File: src/hdl/ppm_pkg.sv
// Shared types, constants and helpers for the per-protocol traffic meter.
// No dependencies; every other file of the block refers to this package by scoped names.
`timescale 1ns / 1ps

package ppm_pkg;

    // Counter width of the statistics rows
    localparam int COUNT_WIDTH = 32;

    // Report rows: total, then IP protocols 4, 17 and 6
    localparam int ROWS  = 4;
    localparam int ROW_W = $clog2(ROWS);
    localparam logic [ROW_W-1:0] LAST_ROW = ROW_W'(ROWS - 1);

    // Frame decode constants
    localparam logic [15:0] HDR_BYTES      = 16'd14;
    localparam logic [15:0] ETYPE_IPV4     = 16'h0800;
    localparam logic [15:0] ETYPE_ALT_MASK = 16'hFF00;
    localparam logic [15:0] ETYPE_ALT_IP   = 16'h1000;

    // Register reset values (five minutes of timestamp milliseconds)
    localparam logic [30:0] INTERVAL_RESET = 31'(5 * 60 * 1000);
    localparam logic [31:0] LIMIT_RESET    = 32'hFFFF_FFFF;

    // Configuration register map (index = paddr[4:3])
    localparam int PADDR_W = 5;
    localparam logic [1:0] REG_TARGET   = 2'd0;
    localparam logic [1:0] REG_INTERVAL = 2'd1;
    localparam logic [1:0] REG_LIMIT    = 2'd2;

    // One captured frame header
    typedef struct packed {
        logic [15:0] frame_length;
        logic [31:0] timestamp;
        logic [47:0] dest_address;
        logic [47:0] source_address;
        logic [15:0] ether_type;
        logic [15:0] ip_total_length;
        logic [7:0]  ip_protocol;
    } frame_t;

    // One report row
    typedef struct packed {
        logic [7:0]  protocol;
        logic [31:0] packets_in;
        logic [31:0] bytes_in;
        logic [31:0] packets_out;
        logic [31:0] bytes_out;
        logic [31:0] elapsed_ms;
        logic        last;
    } report_t;

    // Counters of one statistics row
    typedef struct packed {
        logic [COUNT_WIDTH-1:0] pkts_in;
        logic [COUNT_WIDTH-1:0] bytes_in;
        logic [COUNT_WIDTH-1:0] pkts_out;
        logic [COUNT_WIDTH-1:0] bytes_out;
    } row_counts_t;

    typedef row_counts_t [ROWS-1:0] count_bank_t;

    // Update request from the frame decode to the counter bank
    typedef struct packed {
        logic            en;
        logic [ROWS-1:0] row_hit;
        logic            inc_in;
        logic            inc_out;
        logic [15:0]     bytes;
        logic            clear;
    } count_upd_t;

    // Protocol number shown on a report row
    function automatic logic [7:0] row_proto(input logic [ROW_W-1:0] row);
        logic [7:0] p;
        unique case (row)
            2'd0:    p = 8'd0;
            2'd1:    p = 8'd4;
            2'd2:    p = 8'd17;
            2'd3:    p = 8'd6;
            default: p = 8'd0;
        endcase
        return p;
    endfunction

    // Low 32 bits of a counter, zero-extended where the counter is narrower
    function automatic logic [31:0] to_out32(input logic [COUNT_WIDTH-1:0] c);
        logic [63:0] w;
        w = 64'(c);
        return w[31:0];
    endfunction

endpackage

File: src/hdl/ppm_frame_if.sv
// Frame header channel of the traffic meter: valid/ready plus one frame_t beat.
// Depends on ppm_pkg.
`timescale 1ns / 1ps

interface ppm_frame_if;
    logic              valid;
    logic              ready;
    ppm_pkg::frame_t   data;

    modport source (output valid, output data, input ready);
    modport sink   (input valid, input data, output ready);
endinterface

File: src/hdl/ppm_report_if.sv
// Report row channel of the traffic meter: valid/ready plus one report_t beat.
// Depends on ppm_pkg.
`timescale 1ns / 1ps

interface ppm_report_if;
    logic              valid;
    logic              ready;
    ppm_pkg::report_t  data;

    modport source (output valid, output data, input ready);
    modport sink   (input valid, input data, output ready);
endinterface

File: src/hdl/ppm_count_bank.sv
// Bank of per-row packet and byte counters with a registered update and clear.
// Depends on ppm_pkg.
`timescale 1ns / 1ps

module ppm_count_bank (
    input  logic                 clk,
    input  logic                 rst_n,
    input  ppm_pkg::count_upd_t  upd,
    output ppm_pkg::count_bank_t updated
);

    ppm_pkg::count_bank_t counts_reg;
    ppm_pkg::count_bank_t counts_next;

    // Add this beat's contribution to every row it hits
    always_comb
    begin
        for (int r = 0; r < ppm_pkg::ROWS; r++)
        begin
            updated[r] = counts_reg[r];
            if (upd.en && upd.row_hit[r] && upd.inc_in)
            begin
                updated[r].pkts_in  = counts_reg[r].pkts_in + ppm_pkg::COUNT_WIDTH'(1);
                updated[r].bytes_in = counts_reg[r].bytes_in
                                    + ppm_pkg::COUNT_WIDTH'(upd.bytes);
            end
            if (upd.en && upd.row_hit[r] && upd.inc_out)
            begin
                updated[r].pkts_out  = counts_reg[r].pkts_out + ppm_pkg::COUNT_WIDTH'(1);
                updated[r].bytes_out = counts_reg[r].bytes_out
                                     + ppm_pkg::COUNT_WIDTH'(upd.bytes);
            end
        end
    end

    // Drop everything when a report is loaded into the report buffer
    always_comb
    begin
        counts_next = upd.clear ? '0 : updated;
    end

    always_ff @(posedge clk or negedge rst_n)
    begin
        if (!rst_n)
        begin
            counts_reg <= '0;
        end
        else
        begin
            counts_reg <= counts_next;
        end
    end

    a_clear_empties: assert property (@(posedge clk) disable iff (!rst_n)
        upd.clear |=> counts_reg == '0)
        else $error("counter bank not empty after clear");

    a_idle_holds: assert property (@(posedge clk) disable iff (!rst_n)
        !upd.en && !upd.clear |=> $stable(counts_reg))
        else $error("counter bank changed without an update");

    a_hit_total: assert property (@(posedge clk) disable iff (!rst_n)
        upd.en |-> upd.row_hit[0])
        else $error("counted beat misses the total row");

endmodule

File: src/hdl/per_protocol_traffic_meter_unit.sv
// Top level of the per-protocol traffic meter: frame decode, interval timing, report buffer.
// Depends on ppm_pkg, ppm_frame_if, ppm_report_if and ppm_count_bank.
`timescale 1ns / 1ps

// The meter takes one frame header beat per cycle unless a frame waits for the
// report buffer. A beat is registered in the input stage, then decoded there and
// counted into the counter bank when the stage advances. When a frame closes an
// interval, the four report rows (total, protocol 4, 17, 6) are snapshotted into
// a report buffer and sent as four beats, the last one flagged. Frames keep being
// accepted while a report drains; only a frame that closes the next interval
// waits for the buffer, until the receiver takes the last row of the report.
// Configuration is an APB port with 64-bit data: target address at 0x00,
// interval at 0x08, sample limit at 0x10. Writing the sample limit reloads the
// report countdown and restarts a stopped meter; write registers only while no
// frame is in flight.

module per_protocol_traffic_meter_unit (
    input  logic                          clk,
    input  logic                          rst_n,
    ppm_frame_if.sink                     frame,
    ppm_report_if.source                  report,
    input  logic                          psel,
    input  logic                          penable,
    input  logic                          pwrite,
    input  logic [ppm_pkg::PADDR_W-1:0]   paddr,
    input  logic [63:0]                   pwdata,
    output logic [63:0]                   prdata,
    output logic                          pready
);

    // Configuration and control state
    logic [47:0] target_reg;
    logic [30:0] interval_reg;
    logic [31:0] limit_reg;
    logic [31:0] left_reg;
    logic        stopped_reg;
    logic [31:0] start_reg;
    logic [31:0] start_next;

    // Input stage
    logic            s1_valid_reg;
    ppm_pkg::frame_t s1_data_reg;

    // Report buffer
    logic                       rpt_valid_reg;
    logic                       rpt_valid_next;
    logic [ppm_pkg::ROW_W-1:0]  row_idx_reg;
    logic [ppm_pkg::ROW_W-1:0]  row_idx_next;
    ppm_pkg::count_bank_t       rpt_rows_reg;
    logic [31:0]                rpt_elapsed_reg;

    // Decode
    logic                  cfg_wr;
    logic [1:0]            cfg_idx;
    logic                  ignore;
    logic                  is_ip;
    logic [15:0]           payload;
    logic [15:0]           bytes;
    logic [31:0]           start_eff;
    logic [31:0]           elapsed;
    logic                  fire;
    logic                  buffer_free;
    logic                  s1_advance;
    logic                  process;
    logic                  load;
    logic                  rpt_take;
    ppm_pkg::count_upd_t   upd;
    ppm_pkg::count_bank_t  updated;

    // APB decode
    assign cfg_wr  = psel && penable && pwrite;
    assign cfg_idx = paddr[4:3];
    assign pready  = 1'b1;

    always_comb
    begin
        unique case (cfg_idx)
            ppm_pkg::REG_TARGET:   prdata = 64'(target_reg);
            ppm_pkg::REG_INTERVAL: prdata = 64'(interval_reg);
            ppm_pkg::REG_LIMIT:    prdata = 64'(limit_reg);
            default:               prdata = '0;
        endcase
    end

    // Frame decode on the registered beat
    always_comb
    begin
        ignore    = stopped_reg || (s1_data_reg.frame_length < ppm_pkg::HDR_BYTES);
        is_ip     = (s1_data_reg.ether_type == ppm_pkg::ETYPE_IPV4)
                 || ((s1_data_reg.ether_type & ppm_pkg::ETYPE_ALT_MASK)
                     == ppm_pkg::ETYPE_ALT_IP);
        payload   = s1_data_reg.frame_length - ppm_pkg::HDR_BYTES;
        bytes     = (s1_data_reg.ip_total_length > payload) ? payload
                                                            : s1_data_reg.ip_total_length;
        start_eff = (start_reg == '0) ? s1_data_reg.timestamp : start_reg;
        elapsed   = s1_data_reg.timestamp - start_eff;
        fire      = !ignore && !elapsed[31] && (elapsed[30:0] >= interval_reg);
    end

    // Advance the input stage unless a report has nowhere to go
    assign rpt_take    = report.valid && report.ready;
    assign buffer_free = !rpt_valid_reg || (rpt_take && row_idx_reg == ppm_pkg::LAST_ROW);
    assign s1_advance  = s1_valid_reg && (!fire || buffer_free);
    assign process     = s1_advance && !ignore;
    assign load        = s1_advance && fire;
    assign frame.ready = !s1_valid_reg || s1_advance;

    // Counter update request
    always_comb
    begin
        upd.en      = process && is_ip;
        upd.inc_in  = s1_data_reg.source_address == target_reg;
        upd.inc_out = s1_data_reg.dest_address == target_reg;
        upd.bytes   = bytes;
        upd.clear   = load;
        for (int r = 0; r < ppm_pkg::ROWS; r++)
        begin
            upd.row_hit[r] = (r == 0)
                || (s1_data_reg.ip_protocol == ppm_pkg::row_proto(ppm_pkg::ROW_W'(r)));
        end
    end

    ppm_count_bank u_count_bank (
        .clk     (clk),
        .rst_n   (rst_n),
        .upd     (upd),
        .updated (updated)
    );

    // Interval start: take it from the first frame that is not ignored, drop it on a report
    always_comb
    begin
        start_next = start_reg;
        if (process)
        begin
            start_next = fire ? '0 : start_eff;
        end
    end

    // Report buffer sequencing
    always_comb
    begin
        rpt_valid_next = rpt_valid_reg;
        row_idx_next   = row_idx_reg;
        priority if (load)
        begin
            rpt_valid_next = 1'b1;
            row_idx_next   = '0;
        end
        else if (rpt_take)
        begin
            if (row_idx_reg == ppm_pkg::LAST_ROW)
            begin
                rpt_valid_next = 1'b0;
                row_idx_next   = '0;
            end
            else
            begin
                row_idx_next = row_idx_reg + 1'b1;
            end
        end
    end

    // Control registers
    always_ff @(posedge clk or negedge rst_n)
    begin
        if (!rst_n)
        begin
            target_reg    <= '0;
            interval_reg  <= ppm_pkg::INTERVAL_RESET;
            limit_reg     <= ppm_pkg::LIMIT_RESET;
            left_reg      <= ppm_pkg::LIMIT_RESET;
            stopped_reg   <= 1'b0;
            start_reg     <= '0;
            s1_valid_reg  <= 1'b0;
            rpt_valid_reg <= 1'b0;
            row_idx_reg   <= '0;
        end
        else
        begin
            start_reg     <= start_next;
            rpt_valid_reg <= rpt_valid_next;
            row_idx_reg   <= row_idx_next;
            if (frame.ready)
            begin
                s1_valid_reg <= frame.valid;
            end
            if (load)
            begin
                left_reg    <= left_reg - 32'd1;
                stopped_reg <= (left_reg == 32'd1);
            end
            if (cfg_wr)
            begin
                unique case (cfg_idx)
                    ppm_pkg::REG_TARGET:   target_reg   <= pwdata[47:0];
                    ppm_pkg::REG_INTERVAL: interval_reg <= pwdata[30:0];
                    ppm_pkg::REG_LIMIT:
                    begin
                        limit_reg   <= pwdata[31:0];
                        left_reg    <= pwdata[31:0];
                        stopped_reg <= 1'b0;
                    end
                    default: ;
                endcase
            end
        end
    end

    // Payload registers
    always_ff @(posedge clk)
    begin
        if (frame.valid && frame.ready)
        begin
            s1_data_reg <= frame.data;
        end
        if (load)
        begin
            rpt_rows_reg    <= updated;
            rpt_elapsed_reg <= elapsed;
        end
    end

    // Present the current report row
    always_comb
    begin
        report.valid            = rpt_valid_reg;
        report.data.protocol    = ppm_pkg::row_proto(row_idx_reg);
        report.data.packets_in  = ppm_pkg::to_out32(rpt_rows_reg[row_idx_reg].pkts_in);
        report.data.bytes_in    = ppm_pkg::to_out32(rpt_rows_reg[row_idx_reg].bytes_in);
        report.data.packets_out = ppm_pkg::to_out32(rpt_rows_reg[row_idx_reg].pkts_out);
        report.data.bytes_out   = ppm_pkg::to_out32(rpt_rows_reg[row_idx_reg].bytes_out);
        report.data.elapsed_ms  = rpt_elapsed_reg;
        report.data.last        = (row_idx_reg == ppm_pkg::LAST_ROW);
    end

    a_no_report_when_stopped: assert property (@(posedge clk) disable iff (!rst_n)
        stopped_reg |-> !load)
        else $error("report loaded while stopped");

    a_idle_row_zero: assert property (@(posedge clk) disable iff (!rst_n)
        !rpt_valid_reg |-> row_idx_reg == '0)
        else $error("row index off zero with empty report buffer");

    a_start_unset_after_report: assert property (@(posedge clk) disable iff (!rst_n)
        load |=> start_reg == '0)
        else $error("interval start kept after report");

    a_last_row_drains: assert property (@(posedge clk) disable iff (!rst_n)
        rpt_take && row_idx_reg == ppm_pkg::LAST_ROW && !load |=> !rpt_valid_reg)
        else $error("report buffer still full after last row");

    a_no_overwrite: assert property (@(posedge clk) disable iff (!rst_n)
        load |-> buffer_free)
        else $error("report loaded over an undelivered one");

endmodule

File: src/flat_wrapper.sv
// flat-port wrapper written by rule: the top's interface ports become plain ports
module per_protocol_traffic_meter_unit_flat 
  (clk, rst_n, psel, penable, pwrite, paddr, pwdata, prdata, pready, frame_valid, frame_data, frame_ready, report_valid, report_data, report_ready);
  ppm_frame_if frame_i ();
  ppm_report_if report_i ();
  input  logic clk;
  input  logic rst_n;
  input  logic psel;
  input  logic penable;
  input  logic pwrite;
  input  logic [ppm_pkg::PADDR_W-1:0] paddr;
  input  logic [63:0] pwdata;
  output logic [63:0] prdata;
  output logic pready;
  input wire logic [$bits(frame_i.valid)-1:0] frame_valid;
  input wire logic [$bits(frame_i.data)-1:0] frame_data;
  output wire logic [$bits(frame_i.ready)-1:0] frame_ready;
  output wire logic [$bits(report_i.valid)-1:0] report_valid;
  output wire logic [$bits(report_i.data)-1:0] report_data;
  input wire logic [$bits(report_i.ready)-1:0] report_ready;
  assign frame_i.valid = frame_valid;
  assign frame_i.data = frame_data;
  assign frame_ready = frame_i.ready;
  assign report_valid = report_i.valid;
  assign report_data = report_i.data;
  assign report_i.ready = report_ready;
  per_protocol_traffic_meter_unit u_core (.clk(clk), .rst_n(rst_n), .frame(frame_i), .report(report_i), .psel(psel), .penable(penable), .pwrite(pwrite), .paddr(paddr), .pwdata(pwdata), .prdata(prdata), .pready(pready));
endmodule
File: config.mk
export PLATFORM = sky130hd
export DESIGN_NAME = per_protocol_traffic_meter_unit_flat
export DESIGN_NICKNAME = d
export VERILOG_FILES = /design/src/hdl/ppm_pkg.sv /design/src/hdl/ppm_frame_if.sv /design/src/hdl/ppm_report_if.sv /design/src/hdl/ppm_count_bank.sv /design/src/hdl/per_protocol_traffic_meter_unit.sv /design/src/flat_wrapper.sv
export SDC_FILE = /design/constraint.sdc
export NUM_CORES = 2
export LEC_CHECK = 0
export ABC_CLOCK_PERIOD_IN_PS = 22200
export BUFFER_PORTS_ARGS = -buffer_cell sky130_fd_sc_hd__buf_2
export CAP_MARGIN = 10
export CORE_MARGIN = 2
export CORE_UTILIZATION = 50
export DETAILED_ROUTE_END_ITERATION = 8
export PLACE_DENSITY = 0.68
export RECOVER_POWER = 50
export SLEW_MARGIN = 20
export SYNTH_ARGS = -nofsm -noshare
export SYNTH_HDL_FRONTEND = slang
export SYNTH_HIERARCHICAL = 1
export SYNTH_SLANG_ARGS = --single-unit
File: constraint.sdc
create_clock -name clk -period 22.2 [get_ports clk]
set_clock_uncertainty 0.1 [all_clocks]
set_input_delay 4.44 -clock clk [delete_from_list [all_inputs] [get_ports clk]]
set_output_delay 4.44 -clock clk [all_outputs]
set_load 0.1 [all_outputs]
==> results.sh <==
export IMPL_total_leakage_power_nw=34.0
export IMPL_vdd_ir_drop_worst_mv=0.185
export IMPL_layout_cells_sized_above_1_pct=13.5
export IMPL_ctsHoldBuffers=0
export IMPL_synth_cell_type_count=100
export IMPL_die_h_um=380
export IMPL_power_per_cell_area_mw_per_mm2=128
export IMPL_critical_path_cell_chain="clkbuf_1 > clkbuf_1 > clkbuf_1 > clkbuf_1"
export IMPL_areaGrowthSynthToFinish_pct=13.0
export IMPL_core_region_area_mm2=0.141
export IMPL_drt_drc_violations_left=0
export IMPL_finalSetupViolCount=0
export IMPL_finalHoldViolCount=0
export IMPL_drv_cap=23
export IMPL_postSynthAreaPerCell_um2=11.7
export IMPL_main_area_contributors_after_synthesis="sky130_fd_sc_hd__edfxtp_1 (31%), sky130_fd_sc_hd__dfrtp_1 (22%), sky130_fd_sc_hd__mux4_2 (4.1%), sky130_fd_sc_hd__ha_1 (3.7%), sky130_fd_sc_hd__nor2b_1 (3.7%)"
export IMPL_gp_congestion=0.937
export IMPL_critical_path_top_cell_by_count="sky130_fd_sc_hd__clkbuf_1"
export IMPL_root_buffer="sky130_fd_sc_hd__clkbuf_16"
export IMPL_worstReg2RegStart="u_core/start_reg[1]"
export IMPL_grt_pass1_vias=48600
export IMPL_std_cell_rows=138
export IMPL_critPathKind="input port to asynchronous set/reset pin"
export IMPL_setup_tns_ns=0
export IMPL_setup_worst_path_start_class="input port"
export IMPL_design_portCount=496
export IMPL_number_of_buffers_added_on_ports=455
export IMPL_r2r_cells=33
export IMPL_failed_checks="max-capacitance violations, max-slew violations"
export IMPL_drt_pass1_iterations=6
export IMPL_final_common_cell="sky130_fd_sc_hd__edfxtp_1"
export IMPL_cts_htree_levels=4
export IMPL_min_delay_worst_endpoint="u_core/limit_reg[22]"
export IMPL_first_iter_violations=4186
export IMPL_synth_yosys_warnings=6
export IMPL_tritoncts="done"
export IMPL_antenna_found_initial=18
export IMPL_worstPathRequired_ns=22.30
export IMPL_tightest_slew_ns=4.45
export IMPL_clock_sinks=1420
export IMPL_first_pass_grt_wire_length_um=287000
export IMPL_final_period_minus_worst_setup_slack_ns=15.41
export IMPL_synth_yosys_seq_area_share_pct=55.5
export IMPL_synth_enable_flop_cells=728
export IMPL_crit_fanout=76
export IMPL_slowest_stage="sky130_fd_sc_hd__clkbuf_1"
export IMPL_synth_top_area_share_pct=30.9
export IMPL_worstHoldStart="u_core/limit_reg[22]"
export IMPL_cts_inserted_buffers=156
export IMPL_tightest_slew_margin_relative_to_the_limit_pct=-196
export IMPL_worst_r2r_setup_slack_ns=8.98
export IMPL_initial_core_util_pct=50.2
export IMPL_die_w_um=380
export IMPL_gr_usage_all_layers_pct=25.7
export IMPL_post_synthesis_cell_count=6061
export IMPL_highest_count_cells_in_the_layout_ignoring_fill_and_taps="sky130_fd_sc_hd__edfxtp_1 (728), sky130_fd_sc_hd__nand2_1 (681), sky130_fd_sc_hd__dfrtp_1 (618)"
export IMPL_slew_violations=1041
export IMPL_final_hold_worst_slack_ns=0.359
export IMPL_rsz0062_at_grt="false"
export IMPL_cts_clk_slew_worst_paths_ns=0.06
export IMPL_grt_start_max_net_pins=188
export IMPL_postSynth_asyncResetShare_pct=48.7
export IMPL_clock_insertion_delay_worst_skew_ns=0.80
export IMPL_design_die_area_mm2=0.144
export IMPL_dr_total_vias=49500
export IMPL_routed_wl_um=188000
export IMPL_synth_largest_area_cell="sky130_fd_sc_hd__edfxtp_1"
export IMPL_routed_wire_length_per_instance_um=22.0
export IMPL_number_of_fill_cells_in_the_layout=11800
export IMPL_synth_seq_cells=1420
export IMPL_min_path_cells=2
export IMPL_cts_setup_buffers=0
export IMPL_synthesis_area_mm2=0.0707
export IMPL_place_detailed_hpwl_um=134000
export IMPL_finish_net_count=6990
export IMPL_cts_max_path_buffers=3
export IMPL_max_clock_freq_mhz=64.9
export IMPL_cpPeakStageDelay_ns=3.06
export IMPL_critPathCaptureType="asynchronous set/reset pin"
export IMPL_fin_crit_share_pct=69.4
export IMPL_postSynth_topFlopCell="sky130_fd_sc_hd__edfxtp_1"
export IMPL_grt_ovfl_total=0
export IMPL_vias_per_cell=5.79
export IMPL_worst_r2r_endpoint="u_core/u_count_bank/counts_reg[127]"
export IMPL_data_arrival_time_of_the_worst_path_ns=15.50
export IMPL_ant_nets=0
export IMPL_ctsResizeCount=0
export IMPL_result_of_the_run="finished with violations"
export IMPL_hp_class="flop to flop"
-- power by group --
group | switching [mW] | internal [mW]
combinational | 3.10 | 0.954
sequential | 0.243 | 3.32
clock | 1.10 | 1.53
-- cell type report --
type	instances	area [µm²]	area share (%)
Timing Repair Buffer	534	2560	3.20
Clock buffer	226	4410	5.52
Inverter	147	559	0.700
Clock inverter	65	806	1.01
Sequential cell	1420	39300	49.1
Antenna cell	7	17.5	0.0219
Tap cell	1890	2360	2.96
Multi-Input combinational cell	4252	30000	37.5
-- cells by family after synthesis --
family / share of synthesized area (%)
XOR/XNOR: 6.95
buffers and inverters: 2.37
AO/OA/AOI/OAI: 8.93
AND/OR/NAND/NOR: 15.8
other: 0.0106
flip-flops: 55.5
multiplexers: 6.39
adder cells (fa/ha/maj): 4.04
-- metrics by stage --
stage                     worst slack, ns  std cells  util, %  power [mW]  instance area, µm²
after floorplan                      6.51       6084        -        6.79               70800
after global placement              10.11       8242     53.3        7.65               75100
after detailed placement            10.05       8242     53.3        7.69               75100
after CTS                            9.11       8533     57.0        10.3               80400
after global routing                 4.60       8538     56.7        10.7               79900
final                                6.79       8541     56.7        10.2               80000
-- cell usage after synthesis, types with 72 or more instances --
master,instances
sky130_fd_sc_hd__nor2b_1,422
sky130_fd_sc_hd__dfrtp_1,620
sky130_fd_sc_hd__a21oi_1,274
sky130_fd_sc_hd__nor3_1,74
sky130_fd_sc_hd__edfxtp_1,728
sky130_fd_sc_hd__dfstp_2,72
sky130_fd_sc_hd__mux4_2,128
sky130_fd_sc_hd__nor2_1,258
sky130_fd_sc_hd__a21o_1,96
sky130_fd_sc_hd__mux2_2,92
sky130_fd_sc_hd__and3_1,97
sky130_fd_sc_hd__inv_1,146
sky130_fd_sc_hd__xor2_1,265
sky130_fd_sc_hd__o21ai_0,257
sky130_fd_sc_hd__nand2_1,681
sky130_fd_sc_hd__xnor2_1,296
sky130_fd_sc_hd__ha_1,211
sky130_fd_sc_hd__nand3_1,225
sky130_fd_sc_hd__nand4_1,96
sky130_fd_sc_hd__clkbuf_1,199
-- worst max-delay path, delay by kind of cell --
family	cells	cell delay (ns)
buffers and inverters	4	10.86
-- layer usage --
layer / vias to the layer above / GRT usage (%) / wire (µm)
met2: 1658 / 39.4 / 84800
met3: 318 / 4.85 / 13700
met5: - / 0 / 89
li1: 22800 / - / -
met1: 24600 / 36.9 / 82600
met4: 14 / 8.94 / 6510
-- worst max-delay path by stage --
stage | from | end | cells past startpoint
after floorplan | u_core/start_reg[24] | u_core/s1_data_reg[0] | 28
after global placement | u_core/start_reg[27] | frame_ready | 25
final | rst_n | u_core/start_reg[23] | 4
after global routing | rst_n | u_core/u_count_bank/counts_reg[277] | 4
after detailed placement | u_core/start_reg[24] | frame_ready | 25
after CTS | u_core/start_reg[24] | frame_ready | 25
No activity file was read; power rests on OpenSTA's default activity.
